$ cat config.mk
export PLATFORM = sky130hd
export DESIGN_NAME = bfm_mul
export DESIGN_NICKNAME = d
export VERILOG_FILES = /design/src/rtl/bfm_pkg.sv /design/src/rtl/bfm_mul.sv
export SDC_FILE = /design/constraint.sdc
export NUM_CORES = 2
export LEC_CHECK = 0
export BUFFER_PORTS_ARGS = -buffer_cell sky130_fd_sc_hd__clkbuf_2
export CAP_MARGIN = 20
export CORE_AREA = 2 2 203 205
export DETAILED_ROUTE_END_ITERATION = 6
export DIE_AREA = 0 0 205 207
export PLACE_DENSITY = 0.9
export SYNTH_ARGS = -nofsm -noshare
export SYNTH_HDL_FRONTEND = slang
export SYNTH_SLANG_ARGS = --single-unit
export TNS_END_PERCENT = 1
$ cat constraint.sdc
create_clock -name clock -period 9.2 [get_ports clock]
set_input_delay 1.84 -clock clock [delete_from_list [all_inputs] [get_ports clock]]
set_output_delay 1.84 -clock clock [all_outputs]
set_load 0.02 [all_outputs]
$ cat src/rtl/bfm_pkg.sv
// ----------------------------------------------------------------------------
// bfm_pkg: types and constants for the biased factor model SGD block
// Shared request, response and sequencer state types.
// ----------------------------------------------------------------------------
package bfm_pkg;

   localparam int NUM_USERS = 4096;
   localparam int NUM_ITEMS = 4096;
   localparam int FACTORS   = 16;

   localparam int UB_W  = $clog2(NUM_USERS);
   localparam int IB_W  = $clog2(NUM_ITEMS);
   localparam int F_W   = (FACTORS > 1) ? $clog2(FACTORS) : 1;
   localparam int FC_W  = $clog2(FACTORS + 1);
   localparam int UF_AW = $clog2(NUM_USERS * FACTORS);
   localparam int IF_AW = $clog2(NUM_ITEMS * FACTORS);

   localparam logic [22:0] ONE_Q20  = 23'd1048576;
   localparam logic [22:0] FIVE_Q20 = 23'd5242880;

   localparam logic [1:0] KIND_PREDICT = 2'd0;
   localparam logic [1:0] KIND_TRAIN   = 2'd1;
   localparam logic [1:0] KIND_LOAD_U  = 2'd2;
   localparam logic [1:0] KIND_LOAD_I  = 2'd3;

   localparam logic [1:0] REG_GMEAN = 2'd0;
   localparam logic [1:0] REG_LRATE = 2'd1;
   localparam logic [1:0] REG_REG   = 2'd2;

   typedef struct packed {
      logic [1:0]         kind;
      logic [15:0]        user_id;
      logic [15:0]        item_id;
      logic [22:0]        rating;
      logic [3:0]         factor_index;
      logic signed [23:0] load_value;
   } req_type;

   typedef struct packed {
      logic [22:0] prediction;
      logic        ids_valid;
   } rsp_type;

   typedef enum logic [3:0] {
      ST_IDLE, ST_BRD, ST_DOT_RD, ST_DOT_MAC, ST_PRED, ST_ERR,
      ST_B_REG, ST_B_LR, ST_B_WR, ST_F_RD, ST_F_MUL, ST_F_REG, ST_F_LR, ST_F_WR,
      ST_DONE
   } state_type;

   // multiplier operation selected by the sequencer
   typedef struct packed {
      logic signed [24:0] a;
      logic signed [27:0] b;
   } mul_op_type;

   function automatic logic signed [23:0] sat24(input logic signed [47:0] x);
      if (x > 48'sd8388607) return 24'sh7FFFFF;
      if (x < -48'sd8388608) return 24'sh800000;
      return x[23:0];
   endfunction

endpackage

$ cat src/rtl/bfm_mul.sv
// ----------------------------------------------------------------------------
// bfm_mul: shared registered multiplier
// One signed 25x28 product per cycle, result registered.
// ----------------------------------------------------------------------------
module bfm_mul (
   input  logic               clock,
   input  bfm_pkg::mul_op_type op,
   output logic signed [52:0] prod_ff
);
   import bfm_pkg::*;

   logic signed [52:0] prod_in;

   assign prod_in = op.a * op.b;

   always_ff @(posedge clock) begin
      prod_ff <= prod_in;
   end
endmodule
======== Yosys cells after proc, flatten, opt, wreduce, memory -nomap -nowiden ========
Cells that the tools add are included.
W data, S select, Z words.
word-level totals
  logic and storage cells ................. 2
  bits in registers ....................... 53
  output and inout port bits .............. 53
  input port bits ......................... 54
cells by class
  multiply operators ...................... 1
operator list
  kind              count
  $mul A25 B28 Y53  1

======== Depth between registers and ports, before layout ========
  depth after elaboration ................. 1
  depth in mapped cells ................... 27
  depth with buffers taken out ............ 25

======== Worst setup path before layout ========
No wires, ideal clock.
  kind .................................... input-to-reg
  start ................................... in op[27] (netlist bit)
  end ..................................... reg prod_ff[51]
  slack ................................... 0.599 ns
  arrival time ............................ 8.482 ns
  path buffers ............................ 1
  cell stages on the path ................. 23
  required time ........................... 9.081 ns
  cells stage by stage .................... clkbuf_1 > nand2_1 > inv_1 > fa_1 > inv_1 > fa_1 > fa_1 > inv_1 > fa_1 > fa_1 > fa_1 > inv_1 > fa_1 > inv_1 > ha_1 > a21o_1 > a21o_1 > a21oi_1 > o21ai_0 > a221o_1 > a2111oi_0 > a211o_1 > xnor2_1
on the way
  word-level cells in the longest chain between the ends .. 1
ends and longest elaborated chain
  what                   line           source
  from (decl)            bfm_mul.sv:7   input bfm_pkg::mul_op_type op,
  $mul A25 B28 Y53       bfm_mul.sv:14  assign prod_in = op.a * op.b;
  named net prod_in[51]  bfm_mul.sv:12  logic signed [52:0] prod_in;
  to (signal assigned)   bfm_mul.sv:17  prod_ff <= prod_in;
  to (decl)              bfm_mul.sv:8   output logic signed [52:0] prod_ff
The timed path passes the listed nets, and every way through them passes these cells.

======== Final worst setup path ========
  start ................................... in op[17] (netlist bit)
  end ..................................... reg prod_ff[48]
The elaborated chain is that of the path after synthesis.

==> results.cfg <==
[status]
status = finished clean

[clock_network]
cts_root_buf = clkbuf_16
clock_sinks = 53
clkSlewWorstSetupHoldPaths_ns = 0.08
numCtsBuffers = 5
cts.path.max_buffers = 2
post_cts_buffers = 0
cts_resized = 0
cts-htree-levels = 2
cts_tree = done
cts_hold_buf = 0

[sta]
setup_viol = 0
slew-limit-headroom = 0.503
rsz0062_at_grt = no
fin_crit_sh = 0.954
hold_violations = 0
min_period_ns = 8.78
fin_tns_setup_ns = 0
drv_slew = 0
fmax_ghz = 0.114
postLayoutSetupSlackWorst_ns = 0.425
worstMarginPinSlew_ns = 0.745

[finish]
largestRegisters = prod_ff: 53 flops
largest_reg_flops = 53
synthToLayoutAreaGrowth_pct = 4.44
drive_gt1_frac = 0.0609
final_nets = 3736
fill_cells = 2910
final_area_um2 = 27400
regMostFlops = prod_ff

[worst_setup_path]
cp.required_ns = 9.44
path_max_fanout = 15
path_class = in -> reg
cp-end-kind = flop
startpoint_type = input pin
setup.worst_path.start = op[17]
worstPathArrival_ns = 9.02

[routing]
wl_met3_um = 5320
drc = 0
ant_nets = 0
routed_via_density = 5.84
vias = 19500
first_pass_iters = 6
wl_met2_um = 35400
drt_wl_total_um = 69100
highest_layer = met4
wl_met1_um = 21600
routedWlPerCell_um = 20.7
drt-initial-drc-count = 1583

[floorplanning]
fp-row-count = 74
start_util = 0.649
core_um2 = 40400
fp.dieH_um = 207
die_w_um = 205
die_area_um2 = 42400
ios = 107

[yosys]
syn-num-nets = 3710
synth_common_cells = 727 x fa_1, 700 x inv_1, 356 x and2_1, 356 x nand2_1, 147 x ha_1
ys_warn_count = 0
synth-edff-count = 0
syn_inst = 2782
netlist_top_cells_area = fa_1 56%, inv_1 10%, and2_1 8.5%, ha_1 7.0%, nand2_1 5.1%
async_flop_share = 0
yosys_register_bits = 53
yosys.area.top_type_share = 0.555
synthFlopType = dfxtp_1
synth_area_leader_cell = fa_1
synthesis.area_um2 = 26200
synth_most_common_cell = fa_1
ys_types = 56
yosysSeqAreaShare = 0.0405
synth_area_per_cell_um2 = 9.42

[global_routing]
grt_overflow = 0
grt_use_total = 0.345
antenna_found_initial = 4
grt_start_max_net_pins = 29
grt_pass1_vias = 22600
grt_pass1_wl_um = 112000

[place]
gp_congestion = 0.955
hpwlAfterDp_um = 57700
io_buffers = 106
placed_cell_area_um2 = 27200
dpl_worst_slack_ns = 0.223

[flow_run]
maxCapViolCount = 0

[min_path]
hold_path.class = in -> reg
min_from = op[0]
## layout make-up
cell class              instances  area [µm²]  share of cell area
inverters                     700        2630              0.0960
diodes                          2        5.00            0.000183
multi-input cells            1904       22100               0.806
flip-flops and latches         53        1060              0.0388
clock buffers                   5         125             0.00457
well taps                     532         666              0.0243
repair buffers                144         816              0.0298
clock inverters                 3        25.0            0.000914
## through the flow
step            util  std cells  hold slack (ns)
2_1_floorplan      -       2782             1.97
6_report       0.678       3343             2.24
3_5_place_dp   0.674       3333             2.25
3_3_place_gp   0.674       3333             2.26
4_1_cts        0.678       3341             2.22
5_1_grt        0.678       3343             2.27
## critical path: stages
cell       delay (ns)
clkbuf_2         0.28
buf_4            0.29
and2_1           0.18
fa_1             0.51
inv_1            0.05
fa_1             0.49
inv_1            0.06
fa_1             0.48
fa_1             0.81
fa_1             0.57
fa_1             0.52
inv_1            0.05
fa_1             0.48
inv_1            0.05
ha_1             0.33
a21oi_1          0.24
nand2b_1         0.17
a2111oi_0        0.38
nor3_1           0.15
or2_2            0.31
nor2_1           0.18
o21ai_0          0.17
a21boi_0         0.25
xnor2_1          0.14
## worst paths after layout
| check | slack [ns] | to | cells after the start |
|---|---|---|---|
| setup / recovery | 0.42 | prod_ff[48]$_DFF_P_ | 24 |
| hold / removal | 2.24 | prod_ff[0]$_DFF_P_ | 3 |
## cells by family (layout without fill, tap and decap cells)
family	after synthesis	in the layout	synth area share
adder cells (fa/ha/maj)	874	874	0.625
flip-flops	53	53	0.0405
AO/OA/AOI/OAI	156	156	0.0399
AND/OR/NAND/NOR	814	814	0.156
buffers and inverters	825	852	0.118
XOR/XNOR	60	60	0.0200
other	0	2	0
## cell usage in the layout, fill, tap and decap left out, drive strengths merged, types with 2 or more instances in the layout
cell type,n
a2111oi,5
a211o,3
a211oi,6
a21boi,4
a21o,16
a21oi,55
a221o,2
a31oi,3
and2,356
and3,6
buf,38
clkbuf,111
dfxtp,53
diode,2
fa,727
ha,147
inv,702
nand2,358
nand2b,11
nand3,9
nand4,6
nor2,42
nor2b,6
nor3,8
nor4,2
o2111ai,2
o211ai,3
o21a,5
o21ai,35
o21bai,5
o31ai,2
or2,4
or3,4
xnor2,43
xor2,17
## layer usage
| metal | global-route usage | up-vias |
|---|---|---|
| li1 | - | 8011 |
| met1 | 0.378 | 9955 |
| met2 | 0.587 | 1144 |
| met3 | 0.0642 | 425 |
| met4 | 0.275 | 0 |
| met5 | 0 | - |
Power is not shown: default switching activity piles up to over one toggle a cycle in this logic, so the estimate is an artifact.
